==> config.mk <==
export PLATFORM = sky130hd
export DESIGN_NAME = display_power_manager
export DESIGN_NICKNAME = d
export VERILOG_FILES = /design/src/rtl/dpm_pkg.sv /design/src/rtl/dpm_core.sv /design/src/rtl/display_power_manager.sv
export SDC_FILE = /design/constraint.sdc
export NUM_CORES = 1
export LEC_CHECK = 0
export ABC_AREA = 1
export BUFFER_PORTS_ARGS = -buffer_cell sky130_fd_sc_hd__clkbuf_2
export CAP_MARGIN = 20
export CORE_MARGIN = 2
export CORE_UTILIZATION = 55
export CTS_CLUSTER_SIZE = 24
export DETAILED_ROUTE_END_ITERATION = 8
export PLACE_DENSITY = 0.73
export SLEW_MARGIN = 20
export SYNTH_ARGS = -nofsm -noshare
export SYNTH_HDL_FRONTEND = slang
export SYNTH_HIERARCHICAL = 1
export SYNTH_SLANG_ARGS = --single-unit
==> constraint.sdc <==
create_clock -name i_clk -period 14.7 [get_ports i_clk]
set_input_delay 1.47 -clock i_clk [delete_from_list [all_inputs] [get_ports i_clk]]
set_output_delay 1.47 -clock i_clk [all_outputs]
set_load 0.02 [all_outputs]
==> src/rtl/dpm_pkg.sv <==
`timescale 1ns / 1ps

package dpm_pkg;

    localparam int TICK_W  = 32;
    localparam int MS_W    = 27;
    localparam int CMP_W   = (TICK_W > MS_W) ? TICK_W : MS_W;
    localparam int LIGHT_W = 16;
    localparam int SEC_W   = 16;
    localparam int CFG_IDX_W  = 3;
    localparam int CFG_DATA_W = 16;
    localparam int IN_DATA_W  = 56;
    localparam int OUT_DATA_W = 8;

    localparam logic [9:0] MS_PER_S = 10'd1000;

    localparam logic [1:0] MODE_DIM    = 2'd0;
    localparam logic [1:0] MODE_BRIGHT = 2'd1;
    localparam logic [1:0] MODE_AUTO   = 2'd2;

    localparam logic [CFG_IDX_W-1:0] REG_MODE      = 3'd0;
    localparam logic [CFG_IDX_W-1:0] REG_THRESH_UP = 3'd1;
    localparam logic [CFG_IDX_W-1:0] REG_THRESH_DN = 3'd2;
    localparam logic [CFG_IDX_W-1:0] REG_BLANK_S   = 3'd3;
    localparam logic [CFG_IDX_W-1:0] REG_HV_EXTRA  = 3'd4;
    localparam logic [CFG_IDX_W-1:0] REG_MUTE      = 3'd5;

    typedef logic [TICK_W-1:0] t_tick;

    typedef struct packed {
        t_tick              now;
        logic               key;
        logic               motion;
        logic               suppressed;
        logic               light_valid;
        logic [LIGHT_W-1:0] level;
    } t_item;

    typedef struct packed {
        logic [1:0]         mode;
        logic [LIGHT_W-1:0] thresh_up;
        logic [LIGHT_W-1:0] thresh_dn;
        logic               mute;
        logic [MS_W-1:0]    blank_ms;
        logic [MS_W-1:0]    hv_ms;
    } t_cfg;

    typedef struct packed {
        t_tick              last_act;
        logic               started;
        logic               blanked;
        logic               hv_cut;
        logic               bright;
        logic [LIGHT_W-1:0] prev_light;
        logic               ambiance;
    } t_state;

    typedef struct packed {
        logic startle;
        logic ambiance_on;
        logic bright_on;
        logic hv_power_on;
        logic display_show;
    } t_result;

endpackage

==> src/rtl/dpm_core.sv <==
`timescale 1ns / 1ps

module dpm_core (
    input  dpm_pkg::t_item   i_item,
    input  dpm_pkg::t_cfg    i_cfg,
    input  dpm_pkg::t_state  i_state,
    output dpm_pkg::t_state  o_state,
    output dpm_pkg::t_result o_result
);

    logic                        wake;
    logic                        bright;
    logic [dpm_pkg::LIGHT_W-1:0] prev_light;
    logic                        blanked;
    logic                        hv_cut;
    logic                        ambiance;
    dpm_pkg::t_tick              last_act;
    dpm_pkg::t_tick              idle;
    logic [dpm_pkg::CMP_W-1:0]   idle_x;
    logic [dpm_pkg::CMP_W-1:0]   blank_x;
    logic [dpm_pkg::CMP_W-1:0]   hv_x;

    // brightness
    always_comb begin
        bright     = i_state.bright;
        prev_light = i_state.prev_light;
        unique case (i_cfg.mode)
            dpm_pkg::MODE_DIM:    bright = 1'b0;
            dpm_pkg::MODE_BRIGHT: bright = 1'b1;
            dpm_pkg::MODE_AUTO: begin
                if (i_item.light_valid) begin
                    if (i_item.level > i_cfg.thresh_up && i_item.level > i_state.prev_light
                        && !i_state.bright) begin
                        bright = 1'b1;
                    end else if (i_item.level < i_cfg.thresh_dn
                                 && i_item.level < i_state.prev_light && i_state.bright) begin
                        bright = 1'b0;
                    end
                    prev_light = i_item.level;
                end
            end
            default: ;
        endcase
    end

    // wake and timeouts
    always_comb begin
        wake     = i_item.key || (i_item.motion && !i_item.suppressed);
        last_act = (wake || !i_state.started) ? i_item.now : i_state.last_act;
        blanked  = wake ? 1'b0 : i_state.blanked;
        hv_cut   = wake ? 1'b0 : i_state.hv_cut;
        ambiance = wake ? 1'b1 : i_state.ambiance;
        idle     = i_item.now - last_act;
        idle_x   = dpm_pkg::CMP_W'(idle);
        blank_x  = dpm_pkg::CMP_W'(i_cfg.blank_ms);
        hv_x     = dpm_pkg::CMP_W'(i_cfg.hv_ms);
        if (idle_x >= blank_x && !blanked && i_cfg.blank_ms != '0) begin
            blanked = 1'b1;
            if (i_cfg.mute) begin
                ambiance = 1'b0;
            end
        end
        if (idle_x >= hv_x && !hv_cut && i_cfg.hv_ms != '0) begin
            hv_cut = 1'b1;
            if (i_cfg.mute) begin
                ambiance = 1'b0;
            end
        end
    end

    always_comb begin
        o_state.last_act   = last_act;
        o_state.started    = 1'b1;
        o_state.blanked    = blanked;
        o_state.hv_cut     = hv_cut;
        o_state.bright     = bright;
        o_state.prev_light = prev_light;
        o_state.ambiance   = ambiance;

        o_result.display_show = !blanked;
        o_result.hv_power_on  = !hv_cut;
        o_result.bright_on    = bright;
        o_result.ambiance_on  = ambiance;
        o_result.startle      = wake && (i_state.blanked || i_state.hv_cut);
    end

endmodule

==> src/rtl/display_power_manager.sv <==
`timescale 1ns / 1ps
// Path from input beat to result beat: input register, then result register.
// Throughput: one tick per cycle while the output is not stalled; the state update fits in the single compute stage.
// Backpressure on the output stalls the compute stage; the input register still
// takes a beat while it is empty.
// Reset (synchronous, active low) clears state and loads register defaults.

module display_power_manager (
    input  logic                             i_clk,
    input  logic                             i_rst_n,
    input  logic                             i_cfg_we,
    input  logic [dpm_pkg::CFG_IDX_W-1:0]    i_cfg_idx,
    input  logic [dpm_pkg::CFG_DATA_W-1:0]   i_cfg_data,
    input  logic                             s_axis_tvalid,
    output logic                             s_axis_tready,
    // now_ms[31:0], key_activity[32], motion_detected[33], motion_suppressed[34],
    // light_valid[35], light_level[51:36], zero pad[55:52]
    input  logic [dpm_pkg::IN_DATA_W-1:0]    s_axis_tdata,
    output logic                             m_axis_tvalid,
    input  logic                             m_axis_tready,
    // display_show[0], hv_power_on[1], bright_on[2], ambiance_on[3],
    // startle_pulse[4], zero pad[7:5]
    output logic [dpm_pkg::OUT_DATA_W-1:0]   m_axis_tdata
);

    logic [1:0]                   r_mode;
    logic [dpm_pkg::LIGHT_W-1:0]  r_thresh_up;
    logic [dpm_pkg::LIGHT_W-1:0]  r_thresh_dn;
    logic [dpm_pkg::SEC_W-1:0]    r_blank_s;
    logic [dpm_pkg::SEC_W-1:0]    r_hv_extra_s;
    logic                         r_mute;
    logic [dpm_pkg::MS_W-1:0]     r_blank_ms;
    logic [dpm_pkg::MS_W-1:0]     r_hv_ms;

    logic                         r_in_valid;
    dpm_pkg::t_item               r_in;
    logic                         r_out_valid;
    dpm_pkg::t_result             r_out;
    dpm_pkg::t_state              r_state;

    dpm_pkg::t_item               n_in;
    dpm_pkg::t_cfg                cfg;
    dpm_pkg::t_state              n_state;
    dpm_pkg::t_result             n_out;
    logic                         out_free;
    logic                         fire;
    logic                         in_take;
    logic [dpm_pkg::SEC_W:0]      total_s;

    assign out_free      = !r_out_valid || m_axis_tready;
    assign fire          = r_in_valid && out_free;
    assign s_axis_tready = !r_in_valid || out_free;
    assign in_take       = s_axis_tvalid && s_axis_tready;

    assign n_in.now         = dpm_pkg::TICK_W'(s_axis_tdata[31:0]);
    assign n_in.key         = s_axis_tdata[32];
    assign n_in.motion      = s_axis_tdata[33];
    assign n_in.suppressed  = s_axis_tdata[34];
    assign n_in.light_valid = s_axis_tdata[35];
    assign n_in.level       = s_axis_tdata[51:36];

    assign cfg.mode      = r_mode;
    assign cfg.thresh_up = r_thresh_up;
    assign cfg.thresh_dn = r_thresh_dn;
    assign cfg.mute      = r_mute;
    assign cfg.blank_ms  = r_blank_ms;
    assign cfg.hv_ms     = r_hv_ms;

    assign total_s = {1'b0, r_blank_s} + {1'b0, r_hv_extra_s};

    always_ff @(posedge i_clk) begin
        if (!i_rst_n) begin
            r_mode       <= dpm_pkg::MODE_AUTO;
            r_thresh_up  <= '0;
            r_thresh_dn  <= '0;
            r_blank_s    <= '0;
            r_hv_extra_s <= '0;
            r_mute       <= 1'b0;
        end else if (i_cfg_we) begin
            unique case (i_cfg_idx)
                dpm_pkg::REG_MODE:      r_mode       <= i_cfg_data[1:0];
                dpm_pkg::REG_THRESH_UP: r_thresh_up  <= i_cfg_data;
                dpm_pkg::REG_THRESH_DN: r_thresh_dn  <= i_cfg_data;
                dpm_pkg::REG_BLANK_S:   r_blank_s    <= i_cfg_data;
                dpm_pkg::REG_HV_EXTRA:  r_hv_extra_s <= i_cfg_data;
                dpm_pkg::REG_MUTE:      r_mute       <= i_cfg_data[0];
                default: ;
            endcase
        end
    end

    // millisecond thresholds, refreshed every cycle from the second counts
    always_ff @(posedge i_clk) begin
        r_blank_ms <= dpm_pkg::MS_W'(r_blank_s) * dpm_pkg::MS_W'(dpm_pkg::MS_PER_S);
        r_hv_ms    <= dpm_pkg::MS_W'(total_s) * dpm_pkg::MS_W'(dpm_pkg::MS_PER_S);
    end

    always_ff @(posedge i_clk) begin
        if (!i_rst_n) begin
            r_in_valid <= 1'b0;
        end else if (s_axis_tready) begin
            r_in_valid <= s_axis_tvalid;
        end
    end

    always_ff @(posedge i_clk) begin
        if (in_take) begin
            r_in <= n_in;
        end
    end

    dpm_core u_core (
        .i_item   (r_in),
        .i_cfg    (cfg),
        .i_state  (r_state),
        .o_state  (n_state),
        .o_result (n_out)
    );

    always_ff @(posedge i_clk) begin
        if (!i_rst_n) begin
            r_state.last_act   <= '0;
            r_state.started    <= 1'b0;
            r_state.blanked    <= 1'b0;
            r_state.hv_cut     <= 1'b0;
            r_state.bright     <= 1'b1;
            r_state.prev_light <= '0;
            r_state.ambiance   <= 1'b1;
        end else if (fire) begin
            r_state <= n_state;
        end
    end

    always_ff @(posedge i_clk) begin
        if (!i_rst_n) begin
            r_out_valid <= 1'b0;
        end else if (out_free) begin
            r_out_valid <= r_in_valid;
        end
    end

    always_ff @(posedge i_clk) begin
        if (fire) begin
            r_out <= n_out;
        end
    end

    assign m_axis_tvalid = r_out_valid;
    assign m_axis_tdata  = dpm_pkg::OUT_DATA_W'(r_out);

    a_startle_shown: assert property (@(posedge i_clk) disable iff (!i_rst_n)
        r_out_valid && r_out.startle |-> r_out.display_show && r_out.hv_power_on)
        else $error("startle with display or hv still off");

    a_fixed_dim: assert property (@(posedge i_clk) disable iff (!i_rst_n)
        fire && r_mode == dpm_pkg::MODE_DIM |=> !r_state.bright)
        else $error("fixed dim mode left bright on");

    a_fixed_bright: assert property (@(posedge i_clk) disable iff (!i_rst_n)
        fire && r_mode == dpm_pkg::MODE_BRIGHT |=> r_state.bright)
        else $error("fixed bright mode left dim");

    a_wake_time: assert property (@(posedge i_clk) disable iff (!i_rst_n)
        fire && r_in.key |=> r_state.last_act == $past(r_in.now) && r_state.ambiance)
        else $error("key beat did not restart idle timer");

endmodule
After elaboration in Yosys (flattened, before gate mapping) --
Index checks and enable logic that the tools add are counted.
Storage, ports and cells: output and inout port bits 10, input port bits 80, bits in registers 226, logic and storage cells 96
Operators by class: $mul 2, reduce and logical (&&, ||, !) cells 37, magnitude comparators 6, add/subtract/negate cells 2, multiplexer cells 14, eq/ne operators 7
Operators with widths (number):
- $reduce_bool A27 Y1 | 2
- $ge A32 B26 Y1 | 1
- $ge A32 B27 Y1 | 1
- $gt A16 B16 Y1 | 2
- $lt A16 B16 Y1 | 2
- $mux W32 | 1
- $sub A32 B32 Y32 | 1
- $mul A17 B7 Y24 const B | 1
- $mul A16 B7 Y23 const B | 1
- $add A16 B16 Y17 | 1
- $logic_and A1 B1 Y1 | 12
- $mux W1 | 12
- $reduce_and A2 Y1 | 6
- $logic_not A1 Y1 | 9
- $eq A3 B2 Y1 const B | 2
- $eq A3 B3 Y1 const B | 2
- $logic_or A1 B1 Y1 | 5
- $eq A3 B1 Y1 const B | 1
- $logic_not A3 Y1 | 1
- $pmux W1 S3 | 1
- $reduce_and A3 Y1 | 1
- $eq A2 B1 Y1 const B | 1
- $eq A2 B2 Y1 const B | 1
- $logic_not A2 Y1 | 1

Longest topological paths before layout --
depth after elaboration 12, mapped depth 42, gate-level depth less buffers 39

Cells and area by module --
Netlist, hierarchy kept.
Modules (own cells, without submodules):
- display_power_manager | instances 1, cells each 1546, sequential area each 5094.9 µm², area each 13626.8 µm²
- dpm_core | instances 1, cells each 943, sequential area each 0.0 µm², area each 5471.5 µm²

Worst setup path after synthesis --
OpenSTA, ideal clock, no wires.
kind register to register, start register r_blank_s[0] (netlist bit), end register r_hv_ms[20] (netlist bit), period minus slack after synthesis 5.046 ns, arrival time 4.934 ns, stages on the path, launching flop included 26, library setup time 0.112 ns, path slack 9.654 ns, buffers on the path 0, data required time 14.588 ns, cell sequence dfxtp_1 ha_1 fa_1 nand2_2 nand2_1 nand3_2 nand2_4 nand2_4 nand2_4 nand2_1 nand2_1 xor2_1 ha_1 inv_1 fa_1 fa_1 fa_1 inv_1 ha_1 nand2_1 inv_1 a21oi_1 a21boi_0 nand2_1 nand2_1 nand2_1
On the way: word-level cells in the longest chain between the ends 2
Ends and longest elaborated chain:
- from (decl) | RTL line display_power_manager.sv:29 | logic [dpm_pkg::SEC_W-1:0] r_blank_s;
- from (signal assigned) | RTL line display_power_manager.sv:84 | dpm_pkg::REG_BLANK_S: r_blank_s <= i_cfg_data;
- $add A16 B16 Y17 | RTL line display_power_manager.sv:69 | assign total_s = {1'b0, r_blank_s} + {1'b0, r_hv_extra_s};
- $mul A17 B7 Y24 | RTL line display_power_manager.sv:95 | r_hv_ms <= dpm_pkg::MS_W'(total_s) * dpm_pkg::MS_W'(dpm_pkg::MS_PER_S);
- to (signal assigned) | RTL line display_power_manager.sv:95
- to (decl) | RTL line display_power_manager.sv:33 | logic [dpm_pkg::MS_W-1:0] r_hv_ms;
Every way passes these cells. A chain may end at the register's enable or synchronous reset.

Final worst setup path --
start register r_blank_s[9] (netlist bit), end register r_hv_ms[25] (netlist bit)
The elaborated chain is that of the path after synthesis.

==> metrics.md <==
| Metric | Value |
|---|---|
| Cell Pwr Density | 105.9 nW/um2 |
| Syn Std Cell Area | 19100 um2 |
| P&R area growth vs syn | 9.047% |
| Setup TNS | 0 ns |
| Placed Instances | 2993 |
| CP startpoint kind | flop |
| Multi-input logic area | 12290 um2 |
| Pre-Repair DR Iteration Count | 5 |
| Endpoints failing hold | 0 |
| Hold_ws | 0.4674 ns |
| First DRT Iteration DRCs | 709 |
| Via density | 5.304 |
| Worst-path fanout max | 8 |
| Synth top area share | 17.71% |
| Die Wd | 190.3 um |
| Clock skew | 0.02847 ns |
| Least-Margin Pin Slew | 1.072 ns |
| Met1 Use GR | 34.15% |
| # rows | 68 |
| CTS buffer count | 27 |
| First-pass GRT wire length | 76080 um |
| Crit end category | flop |
| Vias in the first global route | 15774 |
| Busiest grt layer | met2 |
| GRT overflow | 0 |
| Unique cell type count in the Yosys netlist | 53 |
| Top cells by area, synth | dfxtp_1 (18%), ha_1 (16%), fa_1 (11%), edfxtp_1 (9.0%), inv_1 (7.8%) |
| Reg clk slew, reported paths | 0.06 ns |
| Hold-fix buffer count after cts | 0 |
| Port Buffers | 82 |
| Sequential fraction of the synthesis area | 26.68% |
| Worst hold path class | reg -> reg |
| H-tree Lvls | 1 |
| Nets | 2996 |
| Die height | 190.3 um |
| DRC errors left | 0 |
| Initial Util | 55.56% |
| Crit-path cells | ha_1 -> a21oi_1 -> nor2_1 -> nor2_1 -> nand2_4 -> nand2_1 -> nand2_1 -> xor2_1 -> ha_1 -> inv_1 -> fa_1 -> fa_1 -> fa_1 -> inv_1 -> ha_1 -> nand2_1 -> inv_1 -> nand2_1 -> nor2_1 -> nand4_1 -> nand4_1 -> nand2_1 |
| Sink Count | 226 |
| Post-DP HPWL | 36460 um |
| Share of layout cells above drive strength 1 | 9.084% |
| Global routing usage on met2 | 44.18% |
| Setup CP Type | reg -> reg |
| Boundary pin count | 90 |
| Yosys warning count | 6 |
| Clk root buf | clkbuf_16 |
| Leakage | 10.61 nW |
| CTS tree | built |
| CP dominant cell by count | nand2_1 |
| Clock Latency Late Sink | 0.56 ns |
| Period minus WS final | 5.769 ns |
| Antenna Nets Post-Route | 0 |
| Total number of vias | 16135 |
| Total GRT Usage | 25.71% |
| RD Place Congestion | 0.9285 |
| Peak VDD IR | 0.0001050 V |
| Relative slew margins | 28.53% |
| WL final | 45560 um |
| Status | completed |
| Largest net degree at the start of global routing | 121 |
| Fillers | 3114 |
| Final worst-path cycle share | 39.24% |
| Worst path required time | 15.13 ns |
| Design area | 20830 um2 |
| Inserted Diodes | 0 |
| Worst path arrival time | 6.20 ns |
| Critical path buffers and inverters | 3 |
| Leading area contributor after synthesis | dfxtp_1 |
| Max-cap viol count | 0 |
| Final setup margin | 8.931 ns |
| Syn_area_per_cell | 7.673 um2 |
| Worst path slowest cell | dfxtp_1 |
| CP peak stage delay | 0.62 ns |
| CORE AREA | 34370 um2 |
| DP Worst Slack | 8.873 ns |
| Max-slew violation count | 0 |
| Post-DP Area | 19930 um2 |
| Post-Syn Instances | 2489 |
| Wire per inst | 14.98 um |
| Clock Tree Buf Depth | 3 |
| Seq cells post-synth | 226 |
| Top delay family on crit path | adder cells |
| Final setup viols | 0 |
| Die area | 36230 um2 |
| Reg area | 5095 um2 |
| Setup Fix Bufs, Post-CTS | 0 |
| Initial antenna violation count | 0 |
| RSZ-0062 raised after global routing | no |
| Post-Layout Cell Count | 3042 |
| Post-cts sizing count | 0 |
| M3 GR Usage | 3.073% |
| Fmax | 173.3 MHz |
## cells in the mapped netlist (all sizes together)
cell type and number:
a21oi 163, o21ai 204, nor3 30, o211ai 5
conb 2, a31oi 3, a22oi 1, nand3 100
o21a 9, nand3b 2, ha 245, fa 104
xor2 45, nor4 9, or2 21, and3 1
a41oi 2, and2 1, o21bai 7, edfxtp 57
dfxtp 169, clkbuf 38, nor2 337, o31a 1
buf 15, o2111ai 2, inv 406, a21o 6
a211oi 11, a21boi 11, xnor2 14, nand2 441
nand4 26, o221ai 1
## cells by family after synthesis
logic type	synth area share, %
fa+ha+maj	26.95
simple gates	22.12
other cells	0.03932
compound gates	12.13
flops	26.68
xor+xnor	2.804
buf+inv	9.270
## power breakdown
group | internal [W] | total, W | switching (W)
clock network | 0.000403 | 0.000668 | 0.000265
registers | 0.000706 | 0.000743 | 0.0000377
logic | 0.000292 | 0.000793 | 0.000501
## worst min-delay path, stage by stage, from the launching register on
cell	delay [ns]
dfxtp_1	0.33
nand2_1	0.05
nand3_1	0.06
## placed cells by master, fill, tap and decap left out, drive strengths merged
master	instances
o21bai	7
a21oi	163
a21boi	11
nor3	30
a22oi	1
o211ai	5
buf	5
o21ai	204
or2	21
bufinv	2
clkbuf	118
xor2	45
edfxtp	57
a31oi	3
fa	104
o21a	9
ha	245
conb	17
nand3b	2
nand4	26
o31a	1
and3	1
nor4	9
xnor2	14
clkinv	10
dfxtp	169
o221ai	1
nand2	441
and2	1
a21o	6
nand3	100
a41oi	2
inv	407
nor2	337
a211oi	11
o2111ai	2
## stage by stage
| step | util [%] | power, W |
|---|---|---|
| 2_1_floorplan | - | 0.001336 |
| 3_3_place_gp | 57.97 | 0.001512 |
| 3_5_place_dp | 57.97 | 0.001540 |
| 4_1_cts | 60.58 | 0.002216 |
| 5_1_grt | 60.59 | 0.002373 |
| 6_report | 60.59 | 0.002205 |
## cell type report
| type | instances | area share [%] |
|---|---|---|
| multi-input cells | 1819 | 59.01 |
| flip-flops and latches | 226 | 24.46 |
| clock inverters | 13 | 0.6128 |
| clock buffers | 36 | 3.701 |
| repair buffers | 87 | 2.151 |
| well taps | 455 | 2.734 |
| inverters | 406 | 7.330 |
## routing by layer
metal	vias to the layer above	part of all wire (%)
li1	8180	-
met2	346	47
met1	7532	45
met5	-	0
met4	0	2.7
met3	77	4.8
## flip-flops by register name, indices dropped and copies added, names as in the netlist
signal and cells:
r_in_valid 1, r_thresh_dn 16, r_state 53, r_mute 1
r_thresh_up 16, r_blank_s 16, r_mode 2, r_hv_extra_s 16
m_axis_tvalid 1, r_in 52, m_axis_tdata 5, r_hv_ms 24
r_blank_ms 23
## final timing paths
check                                                from                     end  slack, ns  depth (start not counted)
worst max-delay path            r_blank_s[9]$_SDFFE_PN0P_     r_hv_ms[25]$_DFF_P_       8.93                         22
worst min-delay path               r_mode[1]$_SDFFE_PN1P_  r_mode[1]$_SDFFE_PN1P_       0.47                          2
worst min register to register     r_mode[1]$_SDFFE_PN1P_  r_mode[1]$_SDFFE_PN1P_       0.47                          2
worst max register to register  r_blank_s[9]$_SDFFE_PN0P_     r_hv_ms[25]$_DFF_P_       8.93                         22
Note: power is estimated with default switching activity, not from simulation.
